File: src/bdpc_pkg.sv
// bdpc_pkg: shared types and constants of the button debounce press classifier
// no dependencies; imported by every module of the block

package bdpc_pkg;

	localparam int unsigned DebounceW = 10;
	localparam int unsigned CountW    = 16;
	localparam int unsigned EventW    = 2;
	localparam int unsigned CfgIdxW   = 1;
	localparam int unsigned CfgDataW  = 16;

	// register indexes of the write port
	localparam logic [CfgIdxW-1:0] REG_DEBOUNCE   = 1'd0;
	localparam logic [CfgIdxW-1:0] REG_LONG_PRESS = 1'd1;

	localparam logic [DebounceW-1:0] DEBOUNCE_RESET   = 10'd50;
	localparam logic [CountW-1:0]    LONG_PRESS_RESET = 16'd5000;
	localparam logic [CountW-1:0]    COUNT_MAX        = 16'hFFFF;

	// press event codes
	localparam logic [EventW-1:0] EV_NONE  = 2'd0;
	localparam logic [EventW-1:0] EV_SHORT = 2'd1;
	localparam logic [EventW-1:0] EV_LONG  = 2'd2;

	typedef struct packed {
		logic [DebounceW-1:0] debounce_ms;
		logic [CountW-1:0]    long_press_ms;
	} cfg_t;

	function automatic logic [CountW-1:0] sat_inc(input logic [CountW-1:0] v);
		return (v == COUNT_MAX) ? v : v + CountW'(1);
	endfunction

endpackage

File: src/bdpc_cfg.sv
// bdpc_cfg: configuration registers written through the plain write port
// depends on bdpc_pkg

module bdpc_cfg (
	input  logic                          clk,
	input  logic                          arst_n,
	input  logic                          cfg_we,
	input  logic [bdpc_pkg::CfgIdxW-1:0]  cfg_index,
	input  logic [bdpc_pkg::CfgDataW-1:0] cfg_data,
	output bdpc_pkg::cfg_t                cfg
);
	import bdpc_pkg::*;

	cfg_t cfg_q;

	always_ff @(posedge clk or negedge arst_n) begin
		if (!arst_n) begin
			cfg_q.debounce_ms   <= DEBOUNCE_RESET;
			cfg_q.long_press_ms <= LONG_PRESS_RESET;
		end else if (cfg_we) begin
			unique case (cfg_index)
				REG_DEBOUNCE:   cfg_q.debounce_ms   <= cfg_data[DebounceW-1:0];
				REG_LONG_PRESS: cfg_q.long_press_ms <= cfg_data[CountW-1:0];
				default:        cfg_q <= cfg_q;
			endcase
		end
	end

	assign cfg = cfg_q;

endmodule

File: src/bdpc_core.sv
// bdpc_core: debounce and press classification state with its one-tick step logic
// depends on bdpc_pkg

module bdpc_core (
	input  logic                        clk,
	input  logic                        arst_n,
	input  logic                        step_en,
	input  logic                        level,
	input  bdpc_pkg::cfg_t              cfg,
	output logic [bdpc_pkg::EventW-1:0] press_event
);
	import bdpc_pkg::*;

	logic              prev_level_q;
	logic              stable_level_q;
	logic [CountW-1:0] since_change_q;
	logic              pressing_q;
	logic [CountW-1:0] press_ticks_q;
	logic              long_reported_q;

	logic              stable_level_d;
	logic [CountW-1:0] since_change_d;
	logic              pressing_d;
	logic [CountW-1:0] press_ticks_d;
	logic              long_reported_d;
	logic [EventW-1:0] event_d;
	logic              accept_level;

	always_comb begin
		press_ticks_d   = pressing_q ? sat_inc(press_ticks_q) : press_ticks_q;
		since_change_d  = (level != prev_level_q) ? '0 : sat_inc(since_change_q);
		stable_level_d  = stable_level_q;
		pressing_d      = pressing_q;
		long_reported_d = long_reported_q;
		event_d         = EV_NONE;
		accept_level    = (since_change_d > CountW'(cfg.debounce_ms))
			&& (level != stable_level_q);
		if (accept_level) begin
			stable_level_d = level;
			if (!level) begin
				pressing_d      = 1'b1;
				press_ticks_d   = '0;
				long_reported_d = 1'b0;
			end else begin
				pressing_d = 1'b0;
				if (!long_reported_q && (press_ticks_d > CountW'(cfg.debounce_ms))) begin
					event_d = EV_SHORT;
				end
			end
		end
		if (pressing_d && !long_reported_d && (press_ticks_d >= cfg.long_press_ms)) begin
			long_reported_d = 1'b1;
			event_d         = EV_LONG;
		end
	end

	always_ff @(posedge clk or negedge arst_n) begin
		if (!arst_n) begin
			prev_level_q    <= 1'b1;
			stable_level_q  <= 1'b1;
			since_change_q  <= '0;
			pressing_q      <= 1'b0;
			press_ticks_q   <= '0;
			long_reported_q <= 1'b0;
		end else if (step_en) begin
			prev_level_q    <= level;
			stable_level_q  <= stable_level_d;
			since_change_q  <= since_change_d;
			pressing_q      <= pressing_d;
			press_ticks_q   <= press_ticks_d;
			long_reported_q <= long_reported_d;
		end
	end

	assign press_event = event_d;

	// a press in progress always has a stable low level behind it
	a_pressing_low: assert property (@(posedge clk) disable iff (!arst_n)
		pressing_q |-> !stable_level_q)
		else $error("pressing without stable low level");

	// a long press marks itself reported so it fires once
	a_long_once: assert property (@(posedge clk) disable iff (!arst_n)
		(step_en && (event_d == EV_LONG)) |=> (long_reported_q && pressing_q))
		else $error("long press not recorded");

	// a short press ends the press
	a_short_release: assert property (@(posedge clk) disable iff (!arst_n)
		(step_en && (event_d == EV_SHORT)) |=> (!pressing_q && stable_level_q))
		else $error("short press without release");

endmodule

File: src/button_debounce_press_classifier.sv
// button_debounce_press_classifier: top level with input register, result register and handshake
// depends on bdpc_pkg, bdpc_cfg and bdpc_core

// channel   | handshake                     | payload
// ----------+-------------------------------+----------------------------
// input     | in_valid / in_stall           | button_level  (1 bit)
// result    | out_valid / out_stall         | press_event   (2 bits)
// config    | cfg_we, cfg_index             | cfg_data      (16 bits)
//
// one request per clock sustained while the result is not stalled
// the input register feeds the step logic, which updates the state and loads the result register
// reset clears all state, brings both registers to empty and loads the default timings
// a stalled result holds the step; the input register then fills and in_stall rises

module button_debounce_press_classifier (
	input  logic                          clk,
	input  logic                          arst_n,
	input  logic                          in_valid,
	output logic                          in_stall,
	input  logic                          button_level,
	output logic                          out_valid,
	input  logic                          out_stall,
	output logic [bdpc_pkg::EventW-1:0]   press_event,
	input  logic                          cfg_we,
	input  logic [bdpc_pkg::CfgIdxW-1:0]  cfg_index,
	input  logic [bdpc_pkg::CfgDataW-1:0] cfg_data
);
	import bdpc_pkg::*;

	cfg_t              cfg;
	logic              valid_s1;
	logic              level_s1;
	logic              out_valid_q;
	logic [EventW-1:0] event_q;
	logic [EventW-1:0] step_event;
	logic              in_take;
	logic              advance;

	// the held request steps once the result slot is free or being taken
	assign advance  = valid_s1 && (!out_valid_q || !out_stall);
	assign in_stall = valid_s1 && !advance;
	assign in_take  = in_valid && !in_stall;

	bdpc_cfg u_cfg (
		.clk       (clk),
		.arst_n    (arst_n),
		.cfg_we    (cfg_we),
		.cfg_index (cfg_index),
		.cfg_data  (cfg_data),
		.cfg       (cfg)
	);

	bdpc_core u_core (
		.clk         (clk),
		.arst_n      (arst_n),
		.step_en     (advance),
		.level       (level_s1),
		.cfg         (cfg),
		.press_event (step_event)
	);

	// input register
	always_ff @(posedge clk or negedge arst_n) begin
		if (!arst_n) begin
			valid_s1 <= 1'b0;
		end else begin
			valid_s1 <= in_take || (valid_s1 && !advance);
		end
	end

	always_ff @(posedge clk) begin
		if (in_take) begin
			level_s1 <= button_level;
		end
	end

	// result register
	always_ff @(posedge clk or negedge arst_n) begin
		if (!arst_n) begin
			out_valid_q <= 1'b0;
		end else begin
			out_valid_q <= advance || (out_valid_q && out_stall);
		end
	end

	always_ff @(posedge clk) begin
		if (advance) begin
			event_q <= step_event;
		end
	end

	assign out_valid   = out_valid_q;
	assign press_event = event_q;

	// back-pressure only comes from a full pipe with a stalled result
	a_stall_cause: assert property (@(posedge clk) disable iff (!arst_n)
		in_stall |-> (valid_s1 && out_valid_q && out_stall))
		else $error("input stalled without full pipe");

endmodule

File: config.mk
export PLATFORM = sky130hd
export DESIGN_NAME = button_debounce_press_classifier
export DESIGN_NICKNAME = d
export VERILOG_FILES = /design/src/bdpc_pkg.sv /design/src/bdpc_cfg.sv /design/src/bdpc_core.sv /design/src/button_debounce_press_classifier.sv
export SDC_FILE = /design/constraint.sdc
export NUM_CORES = 1
export LEC_CHECK = 0
export BUFFER_PORTS_ARGS = -buffer_cell sky130_fd_sc_hd__buf_2
export CAP_MARGIN = 10
export CORE_MARGIN = 3
export CORE_UTILIZATION = 50
export DETAILED_ROUTE_END_ITERATION = 12
export PLACE_DENSITY = 0.72
export SYNTH_ARGS = -nofsm -noshare
export SYNTH_HDL_FRONTEND = slang
export SYNTH_SLANG_ARGS = --single-unit
File: constraint.sdc
create_clock -name clk -period 6.05 [get_ports clk]
set_clock_uncertainty 0.05 [all_clocks]
set_input_delay 0.9075 -clock clk [delete_from_list [all_inputs] [get_ports clk]]
set_output_delay 0.9075 -clock clk [all_outputs]
set_load 0.02 [all_outputs]
Yosys cells after proc, flatten, opt, wreduce, memory -nomap -nowiden
Cells that the tools add are included.
- word-level logic and storage cells: 60
- register bits: 67
- output and inout port bits: 4
- bitwise operators: 3
- reduce and logical (&&, ||, !) cells: 21
- muxes and demuxes: 14
- equality and inequality tests: 4
- $lt $le $gt $ge: 3
- add/sub/neg operators: 2
- operator list (cell ; number):
    $mux 16 ; 6
    $add 16x1->16 const B ; 2
    $eq 16x16->1 const B ; 2
    $gt 16x10->1 ; 2
    $ge 16x16->1 ; 1
    $logic_and 1x1->1 ; 8
    $logic_not 1->1 ; 6
    $mux 1 ; 6
    $reduce_and 2->1 ; 3
    $mux 2 ; 2
    $logic_or 1x1->1 ; 3
    $not 1->1 ; 3
    $reduce_or 3->1 ; 1
    $ne 1x1->1 ; 2

Depth between registers and ports, before layout
- depth in word-level cells: 10
- depth in mapped cells: 24

Modules after synthesis
A second synthesis with hierarchy kept.
- cells, all modules: 453
- area, all modules: 4600.7 um2
- modules (own cells, without submodules) (module ; seq. area each (um2) ; area each (um2) ; times used ; cells each):
    bdpc_core ; 903.4 ; 3354.5 ; 1 ; 386
    bdpc_cfg ; 660.6 ; 1063.5 ; 1 ; 56
    button_debounce_press_classifier ; 140.1 ; 182.7 ; 1 ; 11

Worst setup path before layout
Ideal clock, no wire load.
- path kind: register -> register
- start point: register u_core.since_change_q[3]
- end point: register event_q[1] (netlist: press_event[1]), data pin
- slack: 1.467 ns
- arrival: 4.273 ns
- cell stages (with the launch flop): 24
- library setup time: 0.260 ns
- data required time: 5.740 ns
- buffers on the path: 1
- path through: dfrtp_1 -> buf_2 -> nand4_4 -> nor4_4 -> or2_1 -> nor2_1 -> and4_1 -> xnor2_1 -> nor2_1 -> ha_1 -> a211oi_1 -> o21ai_0 -> o21ai_0 -> a21oi_1 -> o311ai_4 -> nand2b_1 -> ha_1 -> nand2b_1 -> a21o_1 -> a21o_1 -> a21oi_1 -> o21ai_0 -> a31oi_1 -> nor2_1
- word-level cells in the longest chain between the ends: 9
- RTL lines (element ; line ; text):
    start: declaration ; bdpc_core.sv:16 ; logic [CountW-1:0] since_change_q;
    start signal: assignment ; bdpc_core.sv:68 ; since_change_q <= since_change_d;
    $add 16x1->16 or $eq 16x16->1 (tied branches) ; bdpc_pkg.sv:31 ; return (v == COUNT_MAX) ? v : v + CountW'(1);
    $mux 16 (*) ; bdpc_pkg.sv:31 ;
    $mux 16 (*) ; bdpc_core.sv:31 ; since_change_d = (level != prev_level_q) ? '0 : sat_inc(since_change_q);
    via u_core.since_change_d[9] ; bdpc_core.sv:22 ; logic [CountW-1:0] since_change_d;
    $gt 16x10->1 (*) ; bdpc_core.sv:36 ; accept_level = (since_change_d > CountW'(cfg.debounce_ms))
    $logic_and 1x1->1 (*) ; bdpc_core.sv:37 ; && (level != stable_level_q);
    parallel branches: the longest is 4 deep, another holds $ge 16x16->1 ; - ;
    end signal: assignment ; button_debounce_press_classifier.sv:88 ; event_q <= step_event;
    end: declaration ; button_debounce_press_classifier.sv:34 ; logic [EventW-1:0] event_q;
Mark *: on every way through the listed nets, which the timed path passes.
A chain may end at the register's enable or synchronous reset.

Final worst setup path
- start point: register u_core.since_change_q[3]
- end point: register event_q[1] (netlist: press_event[1]), data pin
- RTL lines (element ; line ; text):
    $add 16x1->16 or $eq 16x16->1 (tied branches) ; bdpc_pkg.sv:31 ;
    $mux 16 (*) ; bdpc_pkg.sv:31 ;
    $mux 16 (*) ; bdpc_core.sv:31 ;
    via u_core.since_change_d[9] ; bdpc_core.sv:22 ;
    $gt 16x10->1 (*) ; bdpc_core.sv:36 ;
    $logic_and 1x1->1 (*) ; bdpc_core.sv:37 ;
    $mux 16 (*) ; bdpc_core.sv:38 ; if (accept_level) begin
    via u_core.press_ticks_d[9] ; bdpc_core.sv:24 ; logic [CountW-1:0] press_ticks_d;
    $ge 16x16->1 (*) ; bdpc_core.sv:51 ; if (pressing_d && !long_reported_d && (press_ticks_d >= cfg.long_press_ms)) begin
    $logic_and 1x1->1 (*) ; bdpc_core.sv:51 ;
The timed path passes the listed nets; every way through them passes the cells marked *.

==> flow_results.org <==
** GRT
- The number of antenna violations at the first check in global routing came to 0.
- Entering global routing, the biggest net connects 65 pins.
- The number of global-route vias before repair came to 3431.
- GRT Overall Usage :: 20.4%
- Grt ovf :: 0
- The first global-routing pass estimated 16400 um of wire.

** Drt
- After detailed routing, the average wire length per cell comes to 15.6 um.
- Vias after detailed routing :: 3452
- Routed signal wires occupy layers up through met4.
- Total routed wire length on the met1 layer :: 4440 um
- Summed over all nets, wire length on met2 after detailed routing comes to 4680 um.
- Count of TritonRoute iterations in the first routing pass :: 4
- The first routing iteration left 120 violations.
- The final layout contains routed wiring with a total length of 9470 um.
- DRC violation count after routing :: 0
- In the routed layout, each cell is associated on average with a via count of 5.67.
- Sum of met3 wire segment lengths after detailed routing :: 269 um
- Number of nets with antenna violations after routing :: 0

** Clock tree
- TritonCTS buffer count :: 9
- The tree is rooted in a clkbuf_8.
- Total of hold buffers inserted after clock tree synthesis :: 0
- Number of H-tree branching levels :: 3
- Clock tree synthesis found a total of 67 sinks.
- Post_cts resized :: 0
- The longest clock path from root to sink contains 2 buffers.
- TritonCTS clock tree :: yes
- At the later pin of the worst-skew pair, clock insertion delay measures 350 ps.
- Clock-pin transition on the worst setup and hold timing paths :: 70 ps

** Placement
- Once detailed placement completed, the half-perimeter wirelength came to 7040 um.
- Pre-CTS WS :: 560 ps
- In this run, placement finished with an instance count of 591.
- The congestion estimate from routability-driven global placement came to 0.883.
- PortBufs :: 26

** Power
- Register share of total power :: 42.6%
- For this design the total switching power over the nets is 446 uW.
- In this run the static leakage power is 0.00223 uW.
- Cell internal power was estimated by the tool at 901 uW.
- Switching fraction of total power :: 33.1%
- Worst supply voltage drop on vdd :: 0.167 mV
- In this run the power density over the cells is 276 nW/um^2.
- Combinational cell fraction of total power :: 29.7%
- The share of total power dissipated in the clock network is 27.7%.

** Timing
- Number of endpoints failing setup at the final stage :: 0
- In the post-route analysis, the smallest setup slack over all paths is 976 ps.
- The final count of pins violating max slew was 0.
- Post-layout min period :: 5070 ps
- RSZ-0062 raised after global routing :: false
- Worst hold-check slack :: 451 ps
- For this run, the top clock speed supported by timing is 197 MHz.
- In the finished design, the share of the clock period the worst path needs comes to 83.9%.
- The final number of hold-violating endpoints was 0.
- For the pin with the worst max-slew slack, the measured transition is 845 ps.
- Max-slew headroom at the worst pin :: 43.3%
- TNS Setup :: 0 ps

** Min path
- Worst hold path class :: reg -> reg

** Finish
- For this run, the share of the core covered by cells in the final layout is 57.8%.
- After the flow finishes, the layout carries non-filler instances totaling 609.
- After the last flow step, the layout net total stands at 560.
- Number of diodes added for antenna fixing :: 0
- Of the cells placed in the final design, the portion with a size suffix greater than 1 is 18.1%.
- Layout Area Growth over Synthesis :: 9.69%

** Status
- The run finished with clean final reports.

** Die
- Standard-cell row count :: 33
- In this run the standard cell core region covers 8420 um^2.
- Measured along the y axis, the die boundary spans 100 um.
- The die covers 10000 um^2.
- Width of the die :: 100 um
- Initial Util :: 52.7%
- Num ports :: 27

** Flow run
- Across the run, the number of max-cap violations was 0.

** Critical path
- Worst stage delay on the critical path :: 500 ps
- The worst setup path is launched from a flop.
- By startpoint and endpoint, the worst setup path is classified as reg -> reg.
- Kind of capture point of the worst setup path :: flop
- Chain of cells forming the critical path :: nand4_4 > nor4_4 > or2_1 > nor2_1 > and4_1 > xnor2_1 > nor2_1 > ha_1 > a211oi_1 > o21ai_0 > o21ai_0 > a21oi_1 > o311ai_4 > buf_4 > and2_1 > ha_1 > a21o_1 > a21o_1 > a21oi_1 > o211ai_1 > a31oi_1 > nor2_1
- Counting stages on the worst path, the most repeated cell is nor2_1.
- Of all nets on the critical path, the largest fanout is 11.
- Worst path arrival time :: 5120 ps
- Required time at the endpoint of the critical path :: 6100 ps
- For this design, the slowest cell found on the critical path is nor4_4.

** Synthesis
- Synth Flop Type :: dfrtp_1
- Area share of the largest cell type after synthesis :: 30.4%
- Yosys mapped a number of flops with a built-in enable equal to 3.
- Share of synthesized flip-flops with an asynchronous set or reset :: 95.5%
- Counting every instance in the synthesized netlist gives 471.
- Summed over all instances, the cell type with the most area after synthesis is dfrtp_1.
- Post-Synthesis Net Count :: 532
- In this run the cell area of the synthesized design comes to 4440 um^2.
- For this run, the number of Yosys warnings is 0.
- Cell variety after synth :: 52
- Sequential cells were found to cover 38.4% of the synthesized design area.
- In this run, synthesis produced a sequential element count of 67.
- Biggest area contributors in the synthesized netlist :: dfrtp_1, ha_1, mux2_2
- Mean cell area of the mapped netlist :: 9.43 um^2
## placed cells by master (no fill, tap or decap), types with 3 or more instances in the layout
cell type   n
clkbuf_8   10
nand2_1    51
and3_1      4
nor2_1     33
ha_1       38
edfxtp_1    3
nor2b_1     5
clkbuf_1    3
buf_4       6
and2_1      9
a21oi_1    23
o21ai_0    23
dfrtp_1    54
a211oi_1    4
a31oi_1     3
dfstp_2    10
xor2_1      6
nand2b_1    6
nor3_1     10
inv_1      36
xnor2_1    17
nand4_1    14
mux2_2     25
or4_1       4
o21ai_1     5
nor4_1      3
o21a_1      4
a21o_1      7
nand3_1    12
o31ai_1    15
mux2i_1     7
buf_2      26
## power groups by stage
stage	sequential (uW)	clock [uW]	combinational, uW
finish	573	373	400
global route	584	400	467
CTS	572	379	403
detailed placement	580	0	400
global placement	575	0	383
floorplan	567	0	300
## metrics by stage
| step | power, uW | instance area, um^2 |
|---|---|---|
| after floorplan | 867 | 4440 |
| after global placement | 958 | 4670 |
| after detailed placement | 980 | 4670 |
| after CTS | 1350 | 4860 |
| after global routing | 1450 | 4870 |
| final | 1350 | 4870 |
## worst max-delay path, delay by kind of cell (launching register included)
family | cells | cell delay, ps
simple gates | 8 | 1550
xor+xnor | 1 | 190
flops | 1 | 480
fa+ha+maj | 2 | 550
compound gates | 10 | 1770
buf+inv | 1 | 230
## final timing paths
| path | from | to | slack, ps | cells past startpoint |
|---|---|---|---|---|
| max | u_core.since_change_q[3]$_DFFE_PN0P_ | press_event[1]$_SDFFCE_PP1P_ | 980 | 22 |
| min | u_core.prev_level_q$_DFFE_PN1P_ | u_core.prev_level_q$_DFFE_PN1P_ | 450 | 2 |
| max reg2reg | u_core.since_change_q[3]$_DFFE_PN0P_ | press_event[1]$_SDFFCE_PP1P_ | 980 | 22 |
| min reg2reg | u_core.prev_level_q$_DFFE_PN1P_ | u_core.prev_level_q$_DFFE_PN1P_ | 450 | 2 |
| max in group asynchronous | arst_n | u_cfg.cfg[11]$_DFFE_PN0P_ | 4720 | 2 |
| min in group asynchronous | arst_n | u_core.since_change_q[6]$_DFFE_PN0P_ | 700 | 2 |
## cell type report
cell class                      count  area [um^2]
Multi-Input combinational cell    352         2530
Timing Repair Buffer               32          175
Inverter                           37          139
Sequential cell                    67         1700
Clock inverter                      3         40.0
Tap cell                          105          131
Fill cell                         744         3550
Clock buffer                       13          149
## kinds of logic after synthesis
logic type	count (synthesis)	synth area share (%)
muxes	32	7.92
and+or+nand+nor	159	18.5
buffers and inverters	52	4.59
xor gates and xnor gates	23	4.54
DFF	67	38.4
AOI/OAI and AO/OA	100	15.3
adders and majority gates	38	10.7
## synth_stat cells (all sizes together) (6+ instances only)
master  count
xor2        6
nor3       10
mux2i       7
mux2       25
a21o        7
nand3      12
nand2      51
dfstp      10
and2        9
nand2b      6
o21ai      29
a21oi      23
clkbuf     13
nand4      16
o31ai      15
ha         38
xnor2      17
inv        36
nor2       33
dfrtp      54
## state kept, by name, summed over array words and instances, names as in the netlist
signal,flops
u_core.pressing_q,1
u_core.long_reported_q,1
u_core.prev_level_q,1
valid_s1,1
u_cfg.cfg,26
out_valid,1
level_s1,1
u_core.since_change_q,16
u_core.stable_level_q,1
u_core.press_ticks_q,16
press_event,2
## repair_timing
action / in CTS / in global routing
buffers inserted: 0 / 2
hold endpoints to repair: 0 / 0
endpoints found under the setup margin: 0 / 1
## routing by layer
layer | track usage, % | vias up
met1 | 27.2 | 1658
met4 | 5.08 | 0
met2 | 33.9 | 44
li1 | - | 1741
met3 | 4.45 | 9
met5 | 0 | -
Note: power is estimated with default switching activity, not from simulation.
